## src/rtl/rfe_pkg.sv

```systemverilog
// shared types, constants and calendar tables for the rtc epoch converter
// no dependencies; used by the interfaces, rfe_convert and the top level
package rfe_pkg;

  // configuration register indexes
  localparam int unsigned CfgIdxW       = 1;
  localparam logic [CfgIdxW-1:0] CFG_BINARY_MODE  = 1'd0;
  localparam logic [CfgIdxW-1:0] CFG_HOUR_24_MODE = 1'd1;
  localparam int unsigned CfgDataW      = 1;

  // reset values of the configuration registers
  localparam logic BINARY_MODE_RST  = 1'b0;
  localparam logic HOUR_24_MODE_RST = 1'b1;

  // days from 1970-01-01 to 2000-01-01 (30 years, 7 leap days)
  localparam logic [15:0] BASE_DAYS    = 16'd10957;
  localparam logic [31:0] SECS_PER_DAY = 32'd86400;

  typedef enum logic [1:0] {
    STATUS_FRESH   = 2'd0,
    STATUS_BUSY    = 2'd1,
    STATUS_INVALID = 2'd2
  } status_e;

  typedef struct packed {
    logic       update_busy;
    logic [7:0] second_raw;
    logic [7:0] minute_raw;
    logic [7:0] hour_raw;
    logic [7:0] day_raw;
    logic [7:0] month_raw;
    logic [7:0] year_raw;
  } in_item_t;

  typedef struct packed {
    logic [31:0] epoch_seconds;
    status_e     time_status;
  } out_item_t;

  // bcd byte to binary, or pass through in binary mode
  function automatic logic [7:0] decode_field(input logic [7:0] b, input logic binary);
    logic [7:0] bcd;
    bcd = {4'b0, b[3:0]} + 8'(b[7:4]) * 8'd10;
    return binary ? b : bcd;
  endfunction

  // month index 0..11, non-leap lengths
  function automatic logic [4:0] days_in_month(input logic [3:0] idx);
    logic [4:0] len;
    unique case (idx)
      4'd1:                      len = 5'd28;
      4'd3, 4'd5, 4'd8, 4'd10:   len = 5'd30;
      default:                   len = 5'd31;
    endcase
    return len;
  endfunction

  function automatic logic [8:0] days_before_month(input logic [3:0] idx);
    logic [8:0] d;
    unique case (idx)
      4'd0:    d = 9'd0;
      4'd1:    d = 9'd31;
      4'd2:    d = 9'd59;
      4'd3:    d = 9'd90;
      4'd4:    d = 9'd120;
      4'd5:    d = 9'd151;
      4'd6:    d = 9'd181;
      4'd7:    d = 9'd212;
      4'd8:    d = 9'd243;
      4'd9:    d = 9'd273;
      4'd10:   d = 9'd304;
      4'd11:   d = 9'd334;
      default: d = 9'd0;
    endcase
    return d;
  endfunction

endpackage

```

## src/rtl/rfe_ifs.sv

```systemverilog
// valid/ready channel interfaces for clock snapshots and epoch results
// depends on rfe_pkg
interface rfe_in_if;
  logic       valid;
  logic       ready;
  logic       update_busy;
  logic [7:0] second_raw;
  logic [7:0] minute_raw;
  logic [7:0] hour_raw;
  logic [7:0] day_raw;
  logic [7:0] month_raw;
  logic [7:0] year_raw;

  modport source (output valid, update_busy, second_raw, minute_raw, hour_raw,
                  day_raw, month_raw, year_raw, input ready);
  modport sink   (input valid, update_busy, second_raw, minute_raw, hour_raw,
                  day_raw, month_raw, year_raw, output ready);
endinterface

interface rfe_out_if;
  import rfe_pkg::*;
  logic        valid;
  logic        ready;
  logic [31:0] epoch_seconds;
  logic [1:0]  time_status;

  modport source (output valid, epoch_seconds, time_status, input ready);
  modport sink   (input valid, epoch_seconds, time_status, output ready);
endinterface

```

## src/rtl/rfe_convert.sv

```systemverilog
// combinational decode, calendar check and epoch arithmetic for one snapshot
// depends on rfe_pkg
module rfe_convert (
  input  rfe_pkg::in_item_t  item_i,
  input  logic               binary_mode_i,
  input  logic               hour_24_mode_i,
  input  logic [31:0]        last_good_i,
  output rfe_pkg::out_item_t result_o,
  output logic               fresh_o
);
  import rfe_pkg::*;

  logic [7:0]  sec, min, day, mon, yr, h24, h12;
  logic        pm, hour_ok, ok, leap;
  logic [4:0]  hour, mlen;
  logic [3:0]  mon_idx;
  logic [6:0]  yr7;
  logic [15:0] days;
  logic [31:0] total;

  always_comb begin
    sec = decode_field(item_i.second_raw, binary_mode_i);
    min = decode_field(item_i.minute_raw, binary_mode_i);
    day = decode_field(item_i.day_raw, binary_mode_i);
    mon = decode_field(item_i.month_raw, binary_mode_i);
    yr  = decode_field(item_i.year_raw, binary_mode_i);
    h24 = decode_field(item_i.hour_raw, binary_mode_i);
    // pm flag stripped before decode in 12-hour mode
    h12 = decode_field({1'b0, item_i.hour_raw[6:0]}, binary_mode_i);
    pm  = item_i.hour_raw[7];

    if (hour_24_mode_i) begin
      hour_ok = (h24 <= 8'd23);
      hour    = h24[4:0];
    end else begin
      hour_ok = (h12 >= 8'd1) && (h12 <= 8'd12);
      // 12 am -> 0, 12 pm -> 12
      hour    = ((h12 == 8'd12) ? 5'd0 : h12[4:0]) + (pm ? 5'd12 : 5'd0);
    end

    mon_idx = mon[3:0] - 4'd1;
    yr7     = yr[6:0];
    // 2000..2099: every fourth year is leap, 2000 included
    leap    = (yr7[1:0] == 2'b00);
    mlen    = (mon_idx == 4'd1 && leap) ? 5'd29 : days_in_month(mon_idx);

    ok = hour_ok && (sec <= 8'd59) && (min <= 8'd59) && (yr <= 8'd99)
         && (mon >= 8'd1) && (mon <= 8'd12)
         && (day >= 8'd1) && (day <= {3'b0, mlen});

    days = BASE_DAYS + 16'(yr7) * 16'd365 + 16'((8'(yr7) + 8'd3) >> 2)
         + 16'(days_before_month(mon_idx))
         + ((mon_idx >= 4'd2 && leap) ? 16'd1 : 16'd0)
         + 16'(day[4:0]) - 16'd1;

    total = 32'(days) * SECS_PER_DAY + 32'(hour) * 32'd3600
          + 32'(min[5:0]) * 32'd60 + 32'(sec[5:0]);

    if (item_i.update_busy) begin
      result_o.epoch_seconds = last_good_i;
      result_o.time_status   = STATUS_BUSY;
      fresh_o                = 1'b0;
    end else if (!ok) begin
      result_o.epoch_seconds = last_good_i;
      result_o.time_status   = STATUS_INVALID;
      fresh_o                = 1'b0;
    end else begin
      result_o.epoch_seconds = total;
      result_o.time_status   = STATUS_FRESH;
      fresh_o                = 1'b1;
    end
  end

endmodule

```

## src/rtl/rtc_fields_to_epoch_seconds.sv

```systemverilog
// top level: rtc register snapshot to unix epoch seconds, 2000..2099
// depends on rfe_pkg, rfe_ifs and rfe_convert
//
// Each transfer on in_i is one snapshot of raw clock registers (BCD or binary,
// 12- or 24-hour as configured). One result per snapshot leaves on out_o, in
// order: fresh epoch seconds with status fresh, or the last good time with
// status busy (update flag set, takes precedence) or invalid (a field outside
// its calendar range). The block takes one snapshot per cycle while out_o is
// not stalled; each passes the input register and then the result register. The
// conversion is a single pass of decode, table lookups and one day-to-second
// multiply between those registers, and the last good time is updated as a
// result is registered, so a following snapshot always sees it. Configuration
// writes (index 0 binary_mode, index 1 hour_24_mode) belong to idle periods.
module rtc_fields_to_epoch_seconds (
  input  logic                          clk_i,
  input  logic                          rst_ni,
  input  logic                          cfg_we_i,
  input  logic [rfe_pkg::CfgIdxW-1:0]   cfg_idx_i,
  input  logic [rfe_pkg::CfgDataW-1:0]  cfg_data_i,
  rfe_in_if.sink                        in_i,
  rfe_out_if.source                     out_o
);
  import rfe_pkg::*;

  // configuration
  logic binary_mode_q, hour_24_mode_q;

  // input register
  in_item_t in_q;
  logic     in_valid_q, in_valid_d;

  // result register and held time
  out_item_t out_q;
  logic      out_valid_q, out_valid_d;
  logic [31:0] last_good_q;

  out_item_t result;
  logic      fresh;
  logic      in_xfer, advance;

  // result register frees when empty or being taken this cycle
  assign advance   = !out_valid_q || out_o.ready;
  assign in_i.ready = !in_valid_q || advance;
  assign in_xfer   = in_i.valid && in_i.ready;

  assign in_valid_d  = in_xfer ? 1'b1 : (advance ? 1'b0 : in_valid_q);
  assign out_valid_d = advance ? in_valid_q : out_valid_q;

  rfe_convert u_convert (
    .item_i         (in_q),
    .binary_mode_i  (binary_mode_q),
    .hour_24_mode_i (hour_24_mode_q),
    .last_good_i    (last_good_q),
    .result_o       (result),
    .fresh_o        (fresh)
  );

  always_ff @(posedge clk_i or negedge rst_ni) begin
    if (!rst_ni) begin
      binary_mode_q  <= BINARY_MODE_RST;
      hour_24_mode_q <= HOUR_24_MODE_RST;
      in_valid_q     <= 1'b0;
      out_valid_q    <= 1'b0;
      last_good_q    <= '0;
    end else begin
      if (cfg_we_i) begin
        unique case (cfg_idx_i)
          CFG_BINARY_MODE:  binary_mode_q  <= cfg_data_i[0];
          CFG_HOUR_24_MODE: hour_24_mode_q <= cfg_data_i[0];
          default: ;
        endcase
      end
      in_valid_q  <= in_valid_d;
      out_valid_q <= out_valid_d;
      // held time follows every fresh result as it is registered
      if (advance && in_valid_q && fresh) begin
        last_good_q <= result.epoch_seconds;
      end
    end
  end

  // payload registers, no reset
  always_ff @(posedge clk_i) begin
    if (in_xfer) begin
      in_q.update_busy <= in_i.update_busy;
      in_q.second_raw  <= in_i.second_raw;
      in_q.minute_raw  <= in_i.minute_raw;
      in_q.hour_raw    <= in_i.hour_raw;
      in_q.day_raw     <= in_i.day_raw;
      in_q.month_raw   <= in_i.month_raw;
      in_q.year_raw    <= in_i.year_raw;
    end
    if (advance && in_valid_q) begin
      out_q <= result;
    end
  end

  assign out_o.valid         = out_valid_q;
  assign out_o.epoch_seconds = out_q.epoch_seconds;
  assign out_o.time_status   = out_q.time_status;

endmodule
```

## src/flat_wrapper.sv

```systemverilog
// flat-port wrapper written by rule: the top's interface ports become plain ports
module rtc_fields_to_epoch_seconds_flat import rfe_pkg::*;
  (clk_i, rst_ni, cfg_we_i, cfg_idx_i, cfg_data_i, in_i_valid, in_i_update_busy, in_i_second_raw, in_i_minute_raw, in_i_hour_raw, in_i_day_raw, in_i_month_raw, in_i_year_raw, in_i_ready, out_o_valid, out_o_epoch_seconds, out_o_time_status, out_o_ready);
  rfe_in_if in_i_i ();
  rfe_out_if out_o_i ();
  input  logic clk_i;
  input  logic rst_ni;
  input  logic cfg_we_i;
  input  logic [rfe_pkg::CfgIdxW-1:0] cfg_idx_i;
  input  logic [rfe_pkg::CfgDataW-1:0] cfg_data_i;
  input wire logic [$bits(in_i_i.valid)-1:0] in_i_valid;
  input wire logic [$bits(in_i_i.update_busy)-1:0] in_i_update_busy;
  input wire logic [$bits(in_i_i.second_raw)-1:0] in_i_second_raw;
  input wire logic [$bits(in_i_i.minute_raw)-1:0] in_i_minute_raw;
  input wire logic [$bits(in_i_i.hour_raw)-1:0] in_i_hour_raw;
  input wire logic [$bits(in_i_i.day_raw)-1:0] in_i_day_raw;
  input wire logic [$bits(in_i_i.month_raw)-1:0] in_i_month_raw;
  input wire logic [$bits(in_i_i.year_raw)-1:0] in_i_year_raw;
  output wire logic [$bits(in_i_i.ready)-1:0] in_i_ready;
  output wire logic [$bits(out_o_i.valid)-1:0] out_o_valid;
  output wire logic [$bits(out_o_i.epoch_seconds)-1:0] out_o_epoch_seconds;
  output wire logic [$bits(out_o_i.time_status)-1:0] out_o_time_status;
  input wire logic [$bits(out_o_i.ready)-1:0] out_o_ready;
  assign in_i_i.valid = in_i_valid;
  assign in_i_i.update_busy = in_i_update_busy;
  assign in_i_i.second_raw = in_i_second_raw;
  assign in_i_i.minute_raw = in_i_minute_raw;
  assign in_i_i.hour_raw = in_i_hour_raw;
  assign in_i_i.day_raw = in_i_day_raw;
  assign in_i_i.month_raw = in_i_month_raw;
  assign in_i_i.year_raw = in_i_year_raw;
  assign in_i_ready = in_i_i.ready;
  assign out_o_valid = out_o_i.valid;
  assign out_o_epoch_seconds = out_o_i.epoch_seconds;
  assign out_o_time_status = out_o_i.time_status;
  assign out_o_i.ready = out_o_ready;
  rtc_fields_to_epoch_seconds u_core (.clk_i(clk_i), .rst_ni(rst_ni), .cfg_we_i(cfg_we_i), .cfg_idx_i(cfg_idx_i), .cfg_data_i(cfg_data_i), .in_i(in_i_i), .out_o(out_o_i));
endmodule
```

## config.mk

```make
export PLATFORM = sky130hd
export DESIGN_NAME = rtc_fields_to_epoch_seconds_flat
export DESIGN_NICKNAME = d
export VERILOG_FILES = /design/src/rtl/rfe_pkg.sv /design/src/rtl/rfe_ifs.sv /design/src/rtl/rfe_convert.sv /design/src/rtl/rtc_fields_to_epoch_seconds.sv /design/src/flat_wrapper.sv
export SDC_FILE = /design/constraint.sdc
export NUM_CORES = 1
export LEC_CHECK = 0
export BUFFER_PORTS_ARGS = -buffer_cell sky130_fd_sc_hd__clkbuf_2
export CORE_ASPECT_RATIO = 1.25
export CORE_UTILIZATION = 48
export CTS_CLUSTER_SIZE = 20
export DETAILED_ROUTE_END_ITERATION = 8
export PLACE_DENSITY = 0.75
export SYNTH_ARGS = -nofsm -noshare
export SYNTH_HDL_FRONTEND = slang
export SYNTH_HIERARCHICAL = 1
export SYNTH_SLANG_ARGS = --single-unit
```

## constraint.sdc

```tcl
create_clock -name clk_i -period 15.6 [get_ports clk_i]
set_input_delay 3.12 -clock clk_i [delete_from_list [all_inputs] [get_ports clk_i]]
set_output_delay 3.12 -clock clk_i [all_outputs]
set_load 0.02 [all_outputs]
```

* Yosys cells after proc, flatten, opt, wreduce, memory -nomap -nowiden
Memory sizes are Yosys's and may differ from the RTL's. Cells that the tools add are included.
Word-level totals: bits in registers 119, bits in read-only memories 144, input bits 56, output and inout bits 36, word-level logic and storage cells 105, memories 1
Memories:
- (no name shown) | words 16, width 9, read ports 1, clocked after Yosys merged registers in 0, wr ports 0, RTL line rfe_pkg.sv:60 | unique case (idx)
Operators by class: add/subtract/negate cells 19, multiply operators 11, order comparisons 11, eq/ne operators 6, multiplexer cells 20, bitwise logic cells 1, reduce and logical (&&, ||, !) cells 22
Operators by type and width (number):
- 34-bit 2-to-1 mux | 2
- 8-bit 2-to-1 mux | 7
- 4-bit by 8-bit adder with 8-bit output | 6
- 4-bit by 3-bit multiplier with 7-bit output (second input constant) | 6
- 32-bit by 12-bit adder with 32-bit output | 1
- 32-bit by 17-bit adder with 32-bit output | 1
- 32-bit by 6-bit adder with 32-bit output | 1
- 16-bit by 10-bit multiplier with 25-bit output (second input constant) | 1
- 8-bit by 1-bit greater-or-equal comparator with 1-bit output (second input constant) | 3
- 14-bit by 16-bit adder with 16-bit output (first input constant) | 1
- 16-bit by 1-bit adder with 16-bit output | 1
- 16-bit by 5-bit adder with 16-bit output | 1
- 16-bit by 6-bit adder with 16-bit output | 1
- 16-bit by 9-bit adder with 16-bit output | 1
- 8-bit by 4-bit <= comparator with 1-bit output (second input constant) | 2
- 8-bit by 6-bit <= comparator with 1-bit output (second input constant) | 2
- 7-bit by 9-bit multiplier with 16-bit output (second input constant) | 1
- 16-bit by 1-bit subtractor with 16-bit output (second input constant) | 1
- 5-bit 2-to-1 mux | 3
- 1-bit logical AND | 13
- 5-bit by 8-bit multiplier with 13-bit output (second input constant) | 1
- 6-bit by 4-bit multiplier with 10-bit output (second input constant) | 1
- 4-bit by 7-bit adder with 8-bit output | 1
- 7-bit by 2-bit adder with 8-bit output (second input constant) | 1
- other kinds (22) | 31

* Depth between registers and ports, before layout
Gate-level depths: netlist of run 1.
depth in word-level cells 16, gate-level depth with buffers 49, mapped depth without buffers 48

* Hierarchy
The synthesis of run 1 kept the hierarchy.
By module, submodules not included:
- rfe_convert | times used 1, cells each 1211, area an instance 10302.4 um2, sequential area each 0.0 um2
- rtc_fields_to_epoch_seconds | times used 1, cells each 166, area an instance 4031.4 um2, sequential area each 3394.5 um2

* Worst setup path before layout of run 1
No wires, ideal clock.
path kind register -> register, from reg u_core/in_q[5] in the netlist's numbering, to reg u_core.last_good_q[31], library setup time 125 ps, data arrival time 11150 ps, data required time 15475 ps, setup slack 4326 ps, cell stages (with the launch flop) 44, path buffers 0, period minus slack after synthesis 11274 ps, cells stage by stage edfxtp_1 > ha_1 > ha_1 > fa_1 > nand2_1 > a21oi_1 > xnor2_1 > o21ai_1 > ha_1 > nand2_1 > fa_1 > inv_1 > fa_1 > fa_1 > fa_1 > inv_1 > fa_1 > inv_1 > [... 8 more ...] > xor2_1 > fa_1 > ha_1 > inv_1 > fa_1 > inv_1 > ha_1 > and2_4 > and3_4 > nor2_2 > a31o_1 > or3_1 > a2111oi_4 > nand4_4 > nor3_1 > nand4_1 > a31o_1 > mux2_2
RTL lines:
- start: declaration | RTL line rtc_fields_to_epoch_seconds.sv:29 | in_item_t in_q;
- end signal: assignment | RTL line rtc_fields_to_epoch_seconds.sv:77 | last_good_q <= result.epoch_seconds;
- end: declaration | RTL line rtc_fields_to_epoch_seconds.sv:35 | logic [31:0] last_good_q;

==> impl_metrics.csv, run 1 <==
group,metric,value,unit
outcome,outcome,"complete, no violations",
clocking,cts_root_buffer,"clkbuf_16",
logic_synthesis,synthCells,1377,
logic_synthesis,synthArstFlopShare,30.25,%
clocking,clk_pin_slew_worst_paths,0.06,ns
logic_synthesis,synth_cell_types,84,
die,core,29340,µm²
worst_setup_path,crit_type,"flip-flop to flip-flop",
job,cap_viol_max_count,0,
clocking,clkSinkCount,119,
worst_hold_path,hold_depth,1,
global_route,grt-ovfl-total,0,
worst_setup_path,required,15.92,ns
die,ios,92,
worst_setup_path,r2r_slack,3.09,ns
worst_setup_path,endpoint_kind,"flip-flop",
route,drt_iter0_drc,533,
timing,final_hold_viol_count,0,
cells_and_area,stdcell_count,1872,
route,ant_nets,0,
cells_and_area,fillers,2502,
place,dp_hpwl,22660,µm
clocking,insertion_delay,0.44,ns
worst_setup_path,startpoint_type,"flip-flop",
cells_and_area,diodes,0,
logic_synthesis,synth_warnings,6,
logic_synthesis,synth-main-ff-cell,"edfxtp_1",
worst_setup_path,critPathSlowestCell,"xnor2_1",
logic_synthesis,yosys-top-cells-area,"ha_1, edfxtp_1, fa_1, dfrtp_1, inv_1",
clocking,postCtsResizedCells,0,
route,dr.pass1.iters,5,
clocking,ctsHoldBuffers,0,
die,fp.dieW,156.6,µm
die,dieArea,30560,µm²
worst_setup_path,crit_start,"u_core/in_q[14]$_DFFE_PP_",
clocking,cts_buffer_depth,2,
place,dp.cells,1840,
worst_setup_path,reg2reg_to,"u_core/last_good_q[31]$_DFFE_PN0P_",
logic_synthesis,synth_nets,1794,
place,place_congestion,0.8763,
timing,slew_viol_final,0,
global_route,grt_pass1_vias,10521,
cells_and_area,drive_gt1_share,13.08,%
clocking,tritoncts,"built",
logic_synthesis,syn_area,14330,µm²
timing,tns,0,ns
cells_and_area,final_cell_mix,"ha_1, inv_1, fa_1",
logic_synthesis,yosys.area.top_type_share,22.96,%
timing,rsz0062_at_grt,"false",
clocking,htreeDepth,4,
timing,hold-worst-slack,0.5030,ns
clocking,cts_buffers,17,
worst_setup_path,r2r_cells,44,
timing,relSlewSlack,17.98,%
logic_synthesis,synth_edf_count,83,
logic_synthesis,ys_seq_area_share,23.68,%
cells_and_area,layout.nets,1880,
die,fp-row-count,70,
place,placement.io_buffers,91,
logic_synthesis,avgSynthCellArea,10.41,µm²
global_route,grt_use_total,20.35,%
timing,max_clock_freq,79.94,MHz
die,initial_core_util,48.85,%
worst_hold_path,hold_path_startpoint,"u_core/last_good_q[31]$_DFFE_PN0P_",
route,wl_per_cell,15.54,µm
cells_and_area,syn_to_final_growth,9.794,%
worst_setup_path,timing.rr.start,"u_core/in_q[14]$_DFFE_PP_",
logic_synthesis,yosys.area.top_type,"ha_1",
worst_hold_path,min_path_type,"flip-flop to flip-flop",
timing,min_period_over_period,80.19,%
timing,min_period,12.51,ns
cells_and_area,final_common_cell,"ha_1",
timing,skew,0.01728,ns
clocking,cts_setup_buffers,0,
global_route,grt_antenna_before_repair,0,
timing,setup_violations,0,
route,via_per_inst,5.349,
route,drc_errors,0,
worst_setup_path,cp.arrival,12.83,ns
timing,worst_pin_slew,1.222,ns
die,die_h,195.2,µm
worst_hold_path,min_to,"u_core/last_good_q[31]$_DFFE_PN0P_",
worst_setup_path,cpPeakStageDelay,1.00,ns
global_route,grt_pass1_wl,49580,µm
logic_synthesis,yosys_register_bits,119,
worst_setup_path,path_max_fanout,18,
route,wirelength,29090,µm
global_route,grt_max_degree,50,
route,num_vias,10014,
[layout make-up]
| class | instances | area [µm²] | area share, % |
|---|---|---|---|
| inverters | 213 | 799.5 | 5.080 |
| multi-input cells | 1019 | 9971 | 63.36 |
| clock inverters | 12 | 148.9 | 0.9461 |
| clock buffers | 20 | 456.7 | 2.902 |
| well taps | 396 | 495.5 | 3.148 |
| repair buffers | 93 | 470.5 | 2.989 |
| flip-flops and latches | 119 | 3396 | 21.58 |
[Yosys cell counts, types with 9 or more instances]
master,instances
ha_1,263
inv_1,213
fa_1,98
edfxtp_1,83
xnor2_1,74
a21oi_1,70
nor2_1,68
nand2_1,51
o21ai_0,45
dfrtp_1,35
xor2_1,32
mux2_4,31
a21o_1,23
mux2_1,21
nand3_1,19
nor2b_1,18
mux2_2,17
nand2b_1,16
nor3_1,15
o21bai_1,13
a31oi_1,11
clkbuf_1,9
o211ai_1,9
[flip-flops by register name (all words and copies together), names as in the netlist]
name	flops
u_core/out_o.epoch_seconds	32
u_core/hour_24_mode_q	1
u_core/out_o.valid	1
u_core/in_q	49
u_core/last_good_q	32
u_core/binary_mode_q	1
u_core/out_o.time_status	2
u_core/in_valid_q	1
[stage by stage]
stage / instance area (µm²) / utilization (%) / worst slack [ns]
floorplan: 14330 / - / 4.326
global placement: 15130 / 51.57 / 3.629
detailed placement: 15130 / 51.57 / 3.335
CTS: 15740 / 53.64 / 3.071
global route: 15740 / 53.64 / 2.166
finish: 15740 / 53.64 / 3.091
[worst max path at each step]
stage	slack (ns)	cells past startpoint	end
final	3.09	44	u_core/last_good_q[31]$_DFFE_PN0P_
after global routing	2.17	47	u_core/last_good_q[31]$_DFFE_PN0P_
after detailed placement	3.34	46	u_core/last_good_q[31]$_DFFE_PN0P_
after global placement	3.63	45	u_core/last_good_q[31]$_DFFE_PN0P_
after floorplan	4.33	43	u_core/last_good_q[31]$_DFFE_PN0P_
after CTS	3.07	45	u_core/last_good_q[31]$_DFFE_PN0P_
[critical path: cells and delay by family, from the launching register on]
family,cells,cell delay [ns]
XOR/XNOR,4,1.77
flip-flops,1,0.46
buffers and inverters,6,0.47
multiplexers,1,0.26
AND/OR/NAND/NOR,10,1.66
AO/OA/AOI/OAI,9,1.89
adder cells (fa/ha/maj),14,5.88
[cells by family (layout without fill, tap and decap cells)]
family / count (synthesis) / in the layout / synth area share [%]
simple gates: 241 / 241 / 8.773
mux: 74 / 74 / 6.582
compound gates: 235 / 235 / 10.72
buf+inv: 239 / 338 / 6.817
flops: 119 / 119 / 23.68
xor+xnor: 108 / 108 / 6.783
fa+ha+maj: 361 / 361 / 36.64
[layer usage]
layer	GRT usage, %	vias to the layer above	part of all wire [%]
met5	0	-	0
met4	7.008	0	2.0
met3	2.641	43	2.7
met2	35.23	182	50
met1	25.90	4865	46
li1	-	4924	-
Power of run 1 is left out: the tool's default activity adds up to more than one toggle a clock period on the data nets, which glitch-free logic cannot reach.
==> run 2, diff against run 1 <==
Settings changed: PLACE_DENSITY 0.75 to 0.78.
Clock period 15.6 ns to 11 ns, I/O delays scaled along.
==> run 2 against run 1 <==
First-iteration DRC count grew 11%. Register-to-register slack lost 2.8 ns. Via count grew 3.0%. Wire length grew 6.5%. Non-clock buffer count grew 65. Core utilization grew 3.4 points. Global-route usage grew 0.056 points. Die area is the same. Critical path type unchanged. Critical endpoint is now u_core/last_good_q[29]$_DFFE_PN0P_. Largest cell class unchanged. Highest routed layer unchanged.
==> impl_metrics.csv, run 2 (same netlist as run 1, synthesis figures left out) <==
group,metric,value,unit
clocking,clk_pin_slew_worst_paths,0.06,ns
clocking,cts_buffers,17,
worst_setup_path,cp.arrival,11.02,ns
clocking,htreeDepth,4,
timing,setup_violations,0,
die,fp-row-count,70,
global_route,grt_max_degree,48,
cells_and_area,fin_area,16730,µm²
cells_and_area,final_cell_mix,"ha_1, inv_1, fa_1",
route,drc_errors,0,
timing,skew,0.02140,ns
die,initial_core_util,48.85,%
route,drt_iter0_drc,591,
timing,final_hold_viol_count,0,
route,wl_per_cell,16.00,µm
outcome,outcome,"complete, no violations",
cells_and_area,drive_gt1_share,21.67,%
timing,max_clock_freq,93.45,MHz
clocking,cts_buffer_depth,2,
worst_setup_path,crit_type,"flip-flop to flip-flop",
worst_setup_path,required,11.32,ns
timing,worst_pin_slew,1.122,ns
global_route,grt_use_total,20.40,%
global_route,grt-ovfl-total,0,
cells_and_area,largest_register,"u_core/in_q",
global_route,grt_antenna_before_repair,0,
timing,tns,0,ns
worst_hold_path,min_path_type,"flip-flop to flip-flop",
worst_setup_path,critPathSlowestCell,"fa_1",
die,ios,92,
die,dieArea,30560,µm²
route,dr.pass1.iters,6,
place,place_congestion,0.8743,
route,num_vias,10314,
worst_setup_path,cpPeakStageDelay,0.56,ns
route,via_per_inst,5.325,
place,dpl_cell_area,15520,µm²
worst_setup_path,cpMostUsedCell,"fa_1",
global_route,grt_pass1_vias,10632,
clocking,ctsHoldBuffers,0,
cells_and_area,final_common_cell,"ha_1",
cells_and_area,fillers,2345,
clocking,insertion_delay,0.44,ns
die,core,29340,µm²
cells_and_area,layout.nets,1945,
die,die_h,195.2,µm
place,dp_hpwl,23580,µm
clocking,clkSinkCount,119,
worst_setup_path,endpoint_kind,"flip-flop",
timing,min_period,10.70,ns
worst_setup_path,path_max_fanout,5,
route,ant_nets,0,
worst_setup_path,startpoint_type,"flip-flop",
die,fp.dieW,156.6,µm
global_route,grt_pass1_wl,49980,µm
clocking,tritoncts,"built",
timing,min_period_over_period,97.28,%
cells_and_area,largest_reg_flops,49,
place,placement.io_buffers,91,
cells_and_area,syn_to_final_growth,16.70,%
clocking,cts_root_buffer,"clkbuf_16",
timing,relSlewSlack,25.06,%
timing,slew_viol_final,0,
route,wirelength,30980,µm
job,cap_viol_max_count,0,
cells_and_area,diodes,0,
[run 2: changes by cell type in the layout (fill, tap and decap cells not counted), moves of 8 or more]
cell     previous run  this run
buf_4               2        66
ha_1              263       246
ha_4                0        12
o21ai_0            45        33
inv_1             213       204
inv_2               0         9
a21oi_1            70        62
a21oi_2             3        11
[run 2: metrics by stage]
| step | hold WS [ns] | worst slack [ns] | util, % | std cells |
|---|---|---|---|---|
| after floorplan | 0.4697 | 0.001630 | - | 1377 |
| after global placement | 0.4818 | 0.1365 | 52.90 | 1885 |
| after detailed placement | 0.4882 | -0.08630 | 52.90 | 1885 |
| after CTS | 0.5059 | 0.01446 | 55.33 | 1918 |
| after global routing | 0.5131 | -0.1079 | 57.01 | 1937 |
| final | 0.4998 | 0.2994 | 57.01 | 1937 |
[run 2: critical path: cells and delay by family, from the launching register on]
family / cells / cell delay [ns]
AO/OA/AOI/OAI: 8 / 1.36
buffers and inverters: 10 / 0.67
adder cells (fa/ha/maj): 13 / 5.44
flip-flops: 1 / 0.38
XOR/XNOR: 3 / 0.42
AND/OR/NAND/NOR: 11 / 1.75
multiplexers: 2 / 0.51
[run 2: what timing repair did]
action	CTS	global route
endpoints found under the setup margin	10	24
buffers inserted	1	18
resized for setup	11	77
pin swaps	4	56
gates cloned	0	1
[run 2: path summary, 6_finish.rpt]
kind	end	slack (ns)	start	cells past startpoint
worst max-delay path	u_core/last_good_q[29]$_DFFE_PN0P_	0.30	u_core/in_q[9]$_DFFE_PP_	47
worst min-delay path	u_core/last_good_q[9]$_DFFE_PN0P_	0.50	u_core/last_good_q[9]$_DFFE_PN0P_	1
worst max register to register	u_core/last_good_q[29]$_DFFE_PN0P_	0.30	u_core/in_q[9]$_DFFE_PP_	47
worst min register to register	u_core/last_good_q[9]$_DFFE_PN0P_	0.50	u_core/last_good_q[9]$_DFFE_PN0P_	1
max in group asynchronous	u_core/binary_mode_q$_DFFE_PN0P_	8.42	rst_ni	1
min in group asynchronous	u_core/last_good_q[2]$_DFFE_PN0P_	1.92	rst_ni	1
[run 2: area by class of cell]
class	count	area (µm²)	share of cell area, %
clock buffers	21	460.4	2.753
clock inverters	11	195.2	1.167
inverters	213	799.5	4.780
multi-input cells	1019	10420	62.29
flip-flops and latches	119	3396	20.30
well taps	396	495.5	2.962
repair buffers	158	962.2	5.752
[run 2: layer usage]
metal / wire length, µm / up-vias / track usage (%)
met3: 866 / 41 / 2.663
met4: 571 / 0 / 6.681
met2: 16000 / 194 / 36.31
met5: 0 / - / 0
li1: - / 5046 / -
met1: 13550 / 5033 / 25.26
Power of run 2 is left out for the same reason.
